**src/rtl/sdfd_pkg.sv**
```systemverilog
// ----------------------------------------------------------------------------
// Scale display frame decoder package
// Frame layout constants, character codes and shared types.
// ----------------------------------------------------------------------------
package sdfd_pkg;

    // Frame geometry.
    localparam int FRAME_LENGTH = 24;
    localparam int POS_W        = 5;
    localparam int DIGIT_FIRST  = 4;
    localparam int DIGIT_COUNT  = 5;
    localparam int TRAILER_FIRST = FRAME_LENGTH - 4;
    localparam int CHAR_W       = 5;
    localparam int OUT_W        = 32;

    // Fixed header and trailer bytes.
    localparam logic [7:0] HEADER_BYTES [4]  = '{8'h04, 8'h02, 8'h08, 8'h20};
    localparam logic [7:0] TRAILER_BYTES [4] = '{8'h06, 8'h82, 8'h48, 8'h28};

    // Character codes beyond the hex digits.
    localparam logic [CHAR_W-1:0] CH_U       = 5'd16;
    localparam logic [CHAR_W-1:0] CH_O       = 5'd17;
    localparam logic [CHAR_W-1:0] CH_DASH    = 5'd18;
    localparam logic [CHAR_W-1:0] CH_N       = 5'd19;
    localparam logic [CHAR_W-1:0] CH_L       = 5'd20;
    localparam logic [CHAR_W-1:0] CH_EQUAL   = 5'd21;
    localparam logic [CHAR_W-1:0] CH_BLANK   = 5'd22;
    localparam logic [CHAR_W-1:0] CH_UNKNOWN = 5'd23;

    // One decoded display digit.
    typedef struct packed {
        logic              point;
        logic [CHAR_W-1:0] ch;
    } seg_dec_t;

endpackage

```
**src/rtl/scale_display_frame_decoder.sv**
```systemverilog
// After the last frame byte is accepted, done_reg is set, then the word enters the output queue.
// Throughput: one byte per cycle while s_tready is high; counter and segment tables act at once.
// A result may be issued at most once per 24 bytes; a two-word output queue absorbs stalls.
// Reset (aresetn low, synchronous) sets the counter idle until a burst start and empties
// the output queue; the digit byte registers are not reset.
// ----------------------------------------------------------------------------
// Scale display frame decoder
// Checks the header and trailer of each 24-byte burst and decodes its digits.
// ----------------------------------------------------------------------------
module scale_display_frame_decoder (
    input  logic                         aclk,
    input  logic                         aresetn,
    // Input stream.
    input  logic                         s_tvalid,
    output logic                         s_tready,
    input  logic [7:0]                   s_tdata,   // [7:0] rx_byte
    input  logic                         s_tuser,   // [0] burst_start
    // Result stream.
    output logic                         m_tvalid,
    input  logic                         m_tready,
    // [4:0] char0, [9:5] char1, [14:10] char2, [19:15] char3, [24:20] char4,
    // [25] point1, [26] point2, [27] point3, [28] tare_on, [29] zero_on, [31:30] zero
    output logic [sdfd_pkg::OUT_W-1:0]   m_tdata
);

    localparam int PW = sdfd_pkg::POS_W;

    logic [PW-1:0] pos_reg, pos_next;
    logic          hdr_reg, hdr_next;
    logic          trl_reg, trl_next;
    logic          done_reg, done_next;
    logic [7:0]    digit_reg [sdfd_pkg::DIGIT_COUNT];

    logic [PW-1:0] pos_eff;
    logic          hdr_eff, trl_eff;
    logic          accept;
    logic          in_frame;
    logic          digit_we;
    logic [2:0]    digit_idx;

    logic                       out_valid_reg, out_valid_next;
    logic [sdfd_pkg::OUT_W-1:0] out_data_reg, out_data_next;
    logic                       skid_valid_reg, skid_valid_next;
    logic [sdfd_pkg::OUT_W-1:0] skid_data_reg, skid_data_next;
    logic [sdfd_pkg::OUT_W-1:0] new_word;

    sdfd_pkg::seg_dec_t dec [sdfd_pkg::DIGIT_COUNT];

    assign accept   = s_tvalid && s_tready;
    assign s_tready = !skid_valid_reg;

    // Frame position and check flags as seen by the current byte.
    always_comb begin
        pos_eff   = s_tuser ? '0 : pos_reg;
        hdr_eff   = s_tuser ? 1'b1 : hdr_reg;
        trl_eff   = s_tuser ? 1'b1 : trl_reg;
        in_frame  = pos_eff < PW'(sdfd_pkg::FRAME_LENGTH);
        digit_we  = accept && (pos_eff >= PW'(sdfd_pkg::DIGIT_FIRST))
                    && (pos_eff < PW'(sdfd_pkg::DIGIT_FIRST + sdfd_pkg::DIGIT_COUNT));
        digit_idx = 3'(pos_eff - PW'(sdfd_pkg::DIGIT_FIRST));
    end

    // Next frame state on each accepted byte.
    always_comb begin
        pos_next  = pos_reg;
        hdr_next  = hdr_reg;
        trl_next  = trl_reg;
        done_next = 1'b0;
        if (accept) begin
            pos_next = pos_eff;
            hdr_next = hdr_eff;
            trl_next = trl_eff;
            if (in_frame) begin
                pos_next = pos_eff + PW'(1);
                if (pos_eff < PW'(4) && s_tdata != sdfd_pkg::HEADER_BYTES[pos_eff[1:0]]) begin
                    hdr_next = 1'b0;
                end
                if (pos_eff >= PW'(sdfd_pkg::TRAILER_FIRST)
                    && s_tdata != sdfd_pkg::TRAILER_BYTES[pos_eff[1:0]]) begin
                    trl_next = 1'b0;
                end
                done_next = (pos_eff == PW'(sdfd_pkg::FRAME_LENGTH - 1)) && hdr_next && trl_next;
            end
        end
    end

    always_ff @(posedge aclk) begin
        if (!aresetn) begin
            pos_reg  <= PW'(sdfd_pkg::FRAME_LENGTH);
            hdr_reg  <= 1'b0;
            trl_reg  <= 1'b0;
            done_reg <= 1'b0;
        end else begin
            pos_reg  <= pos_next;
            hdr_reg  <= hdr_next;
            trl_reg  <= trl_next;
            done_reg <= done_next;
        end
    end

    // Digit byte capture; no reset, every entry is written before a frame ends.
    always_ff @(posedge aclk) begin
        if (digit_we) begin
            digit_reg[digit_idx] <= s_tdata;
        end
    end

    // Segment decoders, one per digit byte.
    for (genvar k = 0; k < sdfd_pkg::DIGIT_COUNT; k++) begin : g_dec
        sdfd_seg_decode u_dec (
            .code (digit_reg[k]),
            .dec  (dec[k])
        );
    end

    // Pack the result word.
    assign new_word = {2'b00, dec[4].point, dec[0].point, dec[3].point, dec[2].point,
                       dec[1].point, dec[4].ch, dec[3].ch, dec[2].ch, dec[1].ch, dec[0].ch};

    // Two-word output queue: output register with a skid slot behind it.
    always_comb begin
        out_valid_next  = out_valid_reg;
        out_data_next   = out_data_reg;
        skid_valid_next = skid_valid_reg;
        skid_data_next  = skid_data_reg;
        if (!out_valid_reg || m_tready) begin
            if (skid_valid_reg) begin
                out_valid_next  = 1'b1;
                out_data_next   = skid_data_reg;
                skid_valid_next = done_reg;
                skid_data_next  = new_word;
            end else begin
                out_valid_next = done_reg;
                out_data_next  = new_word;
            end
        end else if (done_reg) begin
            skid_valid_next = 1'b1;
            skid_data_next  = new_word;
        end
    end

    always_ff @(posedge aclk) begin
        if (!aresetn) begin
            out_valid_reg  <= 1'b0;
            skid_valid_reg <= 1'b0;
        end else begin
            out_valid_reg  <= out_valid_next;
            skid_valid_reg <= skid_valid_next;
        end
    end

    always_ff @(posedge aclk) begin
        out_data_reg  <= out_data_next;
        skid_data_reg <= skid_data_next;
    end

    assign m_tvalid = out_valid_reg;
    assign m_tdata  = out_data_reg;

endmodule

```
**src/rtl/sdfd_seg_decode.sv**
```systemverilog
// ----------------------------------------------------------------------------
// Seven-segment code decoder
// Maps one display byte to a character code and its decimal point flag.
// ----------------------------------------------------------------------------
module sdfd_seg_decode (
    input  logic [7:0]         code,
    output sdfd_pkg::seg_dec_t dec
);

    // Table lookup; codes outside the table are unknown with no point.
    always_comb begin
        dec.point = 1'b0;
        dec.ch    = sdfd_pkg::CH_UNKNOWN;
        unique case (code)
            8'hee: dec.ch = 5'd0;
            8'hfe: begin dec.ch = 5'd0; dec.point = 1'b1; end
            8'h0a: dec.ch = 5'd1;
            8'h1a: begin dec.ch = 5'd1; dec.point = 1'b1; end
            8'h67: dec.ch = 5'd2;
            8'h77: begin dec.ch = 5'd2; dec.point = 1'b1; end
            8'h4f: dec.ch = 5'd3;
            8'h5f: begin dec.ch = 5'd3; dec.point = 1'b1; end
            8'h8b: dec.ch = 5'd4;
            8'h9b: begin dec.ch = 5'd4; dec.point = 1'b1; end
            8'hcd: dec.ch = 5'd5;
            8'hdd: begin dec.ch = 5'd5; dec.point = 1'b1; end
            8'hed: dec.ch = 5'd6;
            8'hfd: begin dec.ch = 5'd6; dec.point = 1'b1; end
            8'h0e: dec.ch = 5'd7;
            8'h1e: begin dec.ch = 5'd7; dec.point = 1'b1; end
            8'hef: dec.ch = 5'd8;
            8'hff: begin dec.ch = 5'd8; dec.point = 1'b1; end
            8'hcf: dec.ch = 5'd9;
            8'hdf: begin dec.ch = 5'd9; dec.point = 1'b1; end
            8'haf: dec.ch = 5'd10;
            8'he9: dec.ch = 5'd11;
            8'he4: dec.ch = 5'd12;
            8'h6b: dec.ch = 5'd13;
            8'he5: dec.ch = 5'd14;
            8'ha5: dec.ch = 5'd15;
            8'h68: dec.ch = sdfd_pkg::CH_U;
            8'h69: dec.ch = sdfd_pkg::CH_O;
            8'h01: dec.ch = sdfd_pkg::CH_DASH;
            8'h11: begin dec.ch = sdfd_pkg::CH_DASH; dec.point = 1'b1; end
            8'h29: dec.ch = sdfd_pkg::CH_N;
            8'he0: dec.ch = sdfd_pkg::CH_L;
            8'h41: dec.ch = sdfd_pkg::CH_EQUAL;
            8'h00: dec.ch = sdfd_pkg::CH_BLANK;
            8'h10: begin dec.ch = sdfd_pkg::CH_BLANK; dec.point = 1'b1; end
            default: begin
                dec.ch    = sdfd_pkg::CH_UNKNOWN;
                dec.point = 1'b0;
            end
        endcase
    end

endmodule
```
**config.mk**
```make
export PLATFORM = sky130hd
export DESIGN_NAME = scale_display_frame_decoder
export DESIGN_NICKNAME = d
export VERILOG_FILES = /design/src/rtl/sdfd_pkg.sv /design/src/rtl/scale_display_frame_decoder.sv /design/src/rtl/sdfd_seg_decode.sv
export SDC_FILE = /design/constraint.sdc
export NUM_CORES = 1
export LEC_CHECK = 0
export BUFFER_PORTS_ARGS = -buffer_cell sky130_fd_sc_hd__buf_2
export CORE_ASPECT_RATIO = 1.75
export CORE_MARGIN = 8
export CORE_UTILIZATION = 50
export DETAILED_ROUTE_END_ITERATION = 12
export GPL_ROUTABILITY_DRIVEN = 0
export PLACE_DENSITY = 0.68
export SLEW_MARGIN = 20
export SYNTH_ARGS = -nofsm -noshare
export SYNTH_HDL_FRONTEND = slang
export SYNTH_SLANG_ARGS = --single-unit
```
**constraint.sdc**
```tcl
create_clock -name aclk -period 10.4 [get_ports aclk]
set_clock_uncertainty 0.05 [all_clocks]
set_input_delay 0.52 -clock aclk [delete_from_list [all_inputs] [get_ports aclk]]
set_output_delay 0.52 -clock aclk [all_outputs]
set_load 0.05 [all_outputs]
```
==> key figures, run 1 <==
Final layout
  • Area grow syn2layout: 6.54%
  • Area occupied by multi-input gates: 3440 um^2
  • Sequential Area: 3200 um^2
  • Finished Layout Cells: 887
  • Layout net count: 718
  • Filler instances: 1222
  • Util after Layout: 54.2%
  • Finished Cell Area: 7460 um^2
  • Max reg flops: 40
  • Layout cells sized above 1: 15.9%
  • N_diodes: 0

CTS
  • CTS Sinks: 110
  • Worst-Skew Late Latency: 350 ps
  • TritonCTS buffer count: 9
  • Setup bufs post-CTS: 0
  • Hold_buf cts: 0
  • CTS tree: done
  • CTS Root Buffer Type: clkbuf_16
  • Post-CTS Resized: 0
  • Bufs on Longest Clock Path: 2
  • H-tree levels: 3
  • Worst-path clk slew: 70 ps

Global routing
  • GRT overflow: 0
  • Total track usage: 17.9%
  • First-pass GRT wire length: 27.2 mm
  • Antenna violations before repair: 0
  • Vias in the first global route: 5662
  • Largest net degree at the start of global routing: 31

Critical path
  • Worst setup EP type: register
  • CP max FO: 12
  • Path depth of the worst reg2reg path: 4
  • R2R Setup Slk: 7770 ps
  • Req. time, crit path: 10320 ps
  • Critical Path Source Type: register
  • WP data arrival: 2560 ps
  • Type of the worst setup path: register to register
  • CP Launch Point: skid_valid_reg$_SDFFE_PN0P_
  • R2R Path End: digit_reg[0][6]$_DFFE_PP_
  • Worst setup endpoint: digit_reg[0][6]$_DFFE_PP_
  • R2R Path Start: skid_valid_reg$_SDFFE_PN0P_

Die
  • Top-Level Pins: 47
  • Die area: 18200 um^2
  • Die width: 105 um
  • Height of the die: 173 um
  • Initial core utilization: 50.8%
  • Core area: 13800 um^2
  • # rows: 57

Synth
  • Synthesis Warnings: 0
  • Post-synthesis cell type count: 82
  • Synth Instances: 706
  • Number of synthesized flops with an enable pin: 100
  • Largest cells by area after synthesis: edfxtp_1 (43%), mux2_2 (4.0%), dfxtp_1 (2.9%)
  • FFs w/ async S/R, synth: 0%
  • Post-synth top area share: 42.9%
  • Synthesized area: 7000 um^2
  • Sequential element share of the synthesized area: 45.8%
  • Syn Area/Cell: 9.91 um^2
  • Top_reg_cell synth: edfxtp_1
  • Post-synthesis register bit count: 110
  • Post-synth top area cell: edfxtp_1

STA
  • Period utilization: 25.3%
  • Fin. max-slew vios: 0
  • Setup_tns: 0 ps
  • Final worst slack: 7770 ps
  • Hold WS: 368 ps
  • Min Clock Period, post-route: 2630 ps
  • Hold Violations, Final: 0
  • RSZ-0062 raised after global routing: no
  • Count of final setup violators: 0
  • Slew HR: 32.3%
  • Worst slew pin tran: 1010 ps
  • F_max: 0.380 GHz

Min path
  • Worst hold stages: 2
  • Worst hold path type: input port to register

Drt
  • WL/cell: 18.5 um
  • First drt pass iteration count: 5
  • Residual DRC: 0
  • Routed WL: 16.5 mm
  • DRT iter0 DRCs: 340
  • Via count: 5798
  • Vias/cell: 6.54
  • ANT nets after route: 0

Placement
  • Placed Cells incl. Taps: 871
  • Dpl ws: 7630 ps
  • DP Area: 7180 um^2
  • Post-DP HPWL: 11.2 mm
  • Number of port buffers: 44

Pwr
  • Total Power: 0.833 mW
  • Cell Pwr Density: 112 nW/um^2
  • Lkg Pwr: 2.41 nW
  • Worst VDD drop: 0.0000787 V

Job
  • MaxCap Viol Count: 0

Run status
  • Run status: finished clean
[cells in the final DEF, fill, tap and decap left out, drive strengths merged, types with 19 or more instances in the layout]
| master | instances |
|---|---|
| edfxtp | 100 |
| nand2 | 52 |
| buf | 49 |
| o21ai | 40 |
| nor2 | 39 |
| a21oi | 31 |
| nor3 | 28 |
| mux2 | 25 |
| inv | 19 |
[cell type report]
class	count	share of cell area (%)
Timing Repair Buffer	49	3.46
Multi-Input combinational cell	518	46.1
Sequential cell	110	43.0
Clock inverter	6	0.604
Clock buffer	10	3.07
Tap cell	177	2.97
Inverter	17	0.856
[worst max-delay path, cell delays in order (launching register included)]
cell,delay [ps]
dfxtp_1,480
nor2b_1,310
nand2_1,100
or4_1,510
nor3_1,810
[power breakdown]
| group | internal, mW | switching, mW | total [mW] |
|---|---|---|---|
| Sequential | 0.480 | 0.00519 | 0.485 |
| Combinational | 0.00856 | 0.0168 | 0.0254 |
| Clock | 0.164 | 0.159 | 0.323 |
| Total | 0.653 | 0.181 | 0.833 |
[cells in the mapped netlist (all sizes together), types with 5 or more instances]
cell	number
nand4b	9
a31oi	10
buf	43
nor3	28
nand4	16
dfxtp	10
nand3b	16
o31ai	10
a211oi	7
o211ai	6
nor2b	11
a21boi	7
clkbuf	19
o22ai	13
edfxtp	100
nand2b	17
nor2	39
or4	8
nand2	52
a21oi	31
and3	6
o21ai	40
nor3b	8
mux2	25
nor4bb	6
nor4	7
a21o	5
o21a	6
nand3	17
or3	17
or3b	8
or2	6
and2	7
nor4b	13
xnor2	5
inv	17
[routing by layer]
layer,vias to the layer above,wire [um],global-route usage [%]
li1,2724,-,-
met5,-,0,0
met2,233,8400,30.9
met3,53,916,2.73
met1,2788,6530,20.7
met4,0,603,9.40
[logic make-up (layout without fill, tap and decap cells)]
kind of cell / count (synthesis) / in the layout / share of synthesized area, %
other: 1 / 2 / 0.0536
buffers and inverters: 79 / 82 / 5.31
DFF: 110 / 110 / 45.8
xor gates and xnor gates: 7 / 7 / 0.876
AOI/OAI and AO/OA: 178 / 178 / 17.3
adders and majority gates: 1 / 1 / 0.143
and+or+nand+nor: 305 / 305 / 26.5
muxes: 25 / 25 / 4.02
[how the worst min path moves through the flow]
stage,slack [ps],startpoint,to
after detailed placement,430,done_reg$_SDFF_PN0_,m_tvalid$_SDFFE_PN0N_
final,370,aresetn,pos_reg[3]$_SDFFE_PN1P_
after CTS,360,aresetn,pos_reg[3]$_SDFFE_PN1P_
after global routing,410,aresetn,pos_reg[3]$_SDFFE_PN1P_
after floorplan,410,hdr_reg$_SDFFE_PN0P_,done_reg$_SDFF_PN0_
after global placement,420,hdr_reg$_SDFFE_PN0P_,done_reg$_SDFF_PN0_
No activity file was read; power rests on OpenSTA's default activity.
==> run 2: changes to the inputs <==
- clock period: 10.4 -> 2.61 ns (I/O delays scaled with it)
==> key figures, run 2 (same netlist as run 1, synthesis figures left out) <==
Run status
  • Run status: finished clean

CTS
  • CTS Root Buffer Type: clkbuf_16
  • H-tree levels: 3 (unchanged)
  • Hold_buf cts: 1 (+1)
  • Worst-Skew Late Latency: 360 ps (about the same)
  • Setup bufs post-CTS: 0 (unchanged)
  • Worst-path clk slew: 80 ps (about the same)
  • Post-CTS Resized: 0 (unchanged)
  • CTS tree: done
  • TritonCTS buffer count: 9 (unchanged)
  • CTS Sinks: 110 (unchanged)
  • Bufs on Longest Clock Path: 2 (unchanged)

Min path
  • Worst hold path type: input port to register
  • Worst hold stages: 1 (-1)
  • HP Start: s_tdata[4]
  • Hold worst-path end: digit_reg[2][4]$_DFFE_PP_

Critical path
  • CP peak stage delay: 650 ps (-160 ps)
  • R2R Setup Slk: 210 ps (-7560 ps)
  • R2R Path Start: digit_reg[0][0]$_DFFE_PP_
  • Critical Path Source Type: register
  • Worst setup EP type: register
  • WP data arrival: 2460 ps (-100 ps)
  • Crit-path cells: or3b_1 > or3_1 > and3_1 > nor4b_4 > mux2_2
  • Path depth of the worst reg2reg path: 5 (+1)
  • Crit path max-delay cell type: edfxtp_1
  • Type of the worst setup path: register to register
  • Req. time, crit path: 2670 ps (-7650 ps)
  • CP max FO: 21 (+9)
  • CP Launch Point: digit_reg[0][0]$_DFFE_PP_
  • R2R Path End: m_tdata[4]$_DFFE_PN_

Final layout
  • Most common cell after layout, fill and taps aside: edfxtp_1
  • N_diodes: 0 (unchanged)
  • Util after Layout: 55.2% (+1.0 points)
  • Finished Cell Area: 7600 um^2 (+1.9%)
  • Area grow syn2layout: 8.55%
  • Layout cells sized above 1: 17.4% (+1.5 points)
  • Layout net count: 733 (+2.1%)
  • Finished Layout Cells: 902 (+1.7%)
  • Most frequent cells in the layout: edfxtp_1 (100), nand2_1 (52), buf_2 (44)
  • Max reg flops: 40 (unchanged)

Placement
  • Placed Cells incl. Taps: 885 (+1.6%)
  • Post-DP HPWL: 11.3 mm (+1.1%)
  • Number of port buffers: 44 (unchanged)
  • DP Area: 7280 um^2 (+1.5%)

Die
  • Die area: 18200 um^2 (unchanged)
  • Die width: 105 um (unchanged)
  • Core area: 13800 um^2 (unchanged)
  • Height of the die: 173 um (unchanged)
  • Initial core utilization: 50.8% (unchanged)
  • Top-Level Pins: 47 (unchanged)
  • # rows: 57 (unchanged)

STA
  • Slew HR: 57.5% (+25 points)
  • Fin. max-slew vios: 0 (unchanged)
  • Count of final setup violators: 0 (unchanged)
  • Period utilization: 92.0% (+67 points)
  • F_max: 0.417 GHz (+9.6%)
  • RSZ-0062 raised after global routing: no
  • Worst slew pin tran: 637 ps (-371 ps)
  • Min Clock Period, post-route: 2400 ps (-231 ps)
  • Setup_tns: 0 ps (unchanged)
  • Hold Violations, Final: 0 (unchanged)

Pwr
  • Logic pwr share: 2.9% (about the same)
  • Clk pwr share: 41.1% (+2.3 points)
  • Lkg Pwr: 2.50 nW (+3.5%)
  • Sw Pwr: 0.740 mW (+310%)
  • Reg power frac: 56.0% (-2.2 points)
  • Worst VDD drop: 0.000340 V (+330%)
  • Total Power: 3.45 mW (+310%)
  • Internal: 2.71 mW (+310%)
  • Cell Pwr Density: 454 nW/um^2 (+310%)
  • Sw frac: 21.5% (-0.23 points)

Drt
  • Routed WL: 16.4 mm (-0.63%)
  • DRT iter0 DRCs: 367 (+7.9%)
  • Via count: 5825 (+0.47%)
  • Residual DRC: 0 (unchanged)
  • Vias/cell: 6.46 (-1.2%)
  • First drt pass iteration count: 7 (+2)
  • ANT nets after route: 0 (unchanged)
  • WL/cell: 18.1 um (-2.3%)

Global routing
  • Antenna violations before repair: 0 (unchanged)
  • Largest net degree at the start of global routing: 31 (unchanged)
  • GRT overflow: 0 (unchanged)
  • Total track usage: 18.0% (+0.068 points)
  • First-pass GRT wire length: 27.2 mm (+0.18%)
  • Vias in the first global route: 5503 (-2.8%)

Job
  • MaxCap Viol Count: 0 (unchanged)
-- run 2: cell types whose count changed in the layout (fill, tap and decap cells not counted) --
cell / before / now
clkinvlp_4: 0 / 1
inv_8: 0 / 1
bufinv_16: 0 / 1
nor3_1: 26 / 27
nor3_2: 2 / 1
buf_4: 5 / 19
dlygate4sd3_1: 0 / 1
clkinv_4: 2 / 1
clkinv_2: 2 / 0
-- run 2: worst max path at each step --
| stage | cells past startpoint | slack (ps) | end |
|---|---|---|---|
| floorplan | 3 | 130 | digit_reg[1][0]$_DFFE_PP_ |
| global placement | 6 | 280 | m_tdata[20]$_DFFE_PN_ |
| detailed placement | 5 | 250 | m_tdata[4]$_DFFE_PN_ |
| CTS | 5 | 240 | m_tdata[4]$_DFFE_PN_ |
| global route | 6 | 70 | m_tdata[15]$_DFFE_PN_ |
| finish | 5 | 210 | m_tdata[4]$_DFFE_PN_ |
-- run 2: per-stage QoR --
stage	setup slack, ps	hold WS (ps)
after floorplan	125	179
after global placement	283	327
after detailed placement	253	332
after CTS	235	42.0
after global routing	73.6	56.4
final	210	49.7
-- run 2: critical path, delay by kind of cell (launching register included) --
family | cells | cell delay (ps)
flip-flops | 1 | 650
AND/OR/NAND/NOR | 4 | 1160
multiplexers | 1 | 280
-- run 2: power by group through the flow --
stage	logic [mW]	clock network [mW]	registers (mW)
2_1_floorplan	0.0706	0	1.96
3_3_place_gp	0.0989	0	1.97
3_5_place_dp	0.0996	0	1.97
4_1_cts	0.101	1.44	1.93
5_1_grt	0.112	1.50	1.93
6_report	0.102	1.41	1.93
-- run 2: routing by layer --
| layer | share of wire, % | wire length (um) | GRT usage, % | vias to the layer above |
|---|---|---|---|---|
| li1 | - | - | - | 2758 |
| met1 | 40 | 6490 | 21.2 | 2788 |
| met2 | 52 | 8460 | 31.0 | 247 |
| met3 | 6.3 | 1030 | 3.18 | 32 |
| met4 | 2.3 | 370 | 7.54 | 0 |
| met5 | 0 | 0 | 0 | - |
-- run 2: layout make-up --
cell class                 instances  area [um^2]
clock buffer                      10          229
clock inverter                     6         75.1
fill                            1219         6170
inverter                          17         63.8
multi-input combinational        518         3430
sequential                       110         3200
tap                              177          221
timing repair buffer              64          373
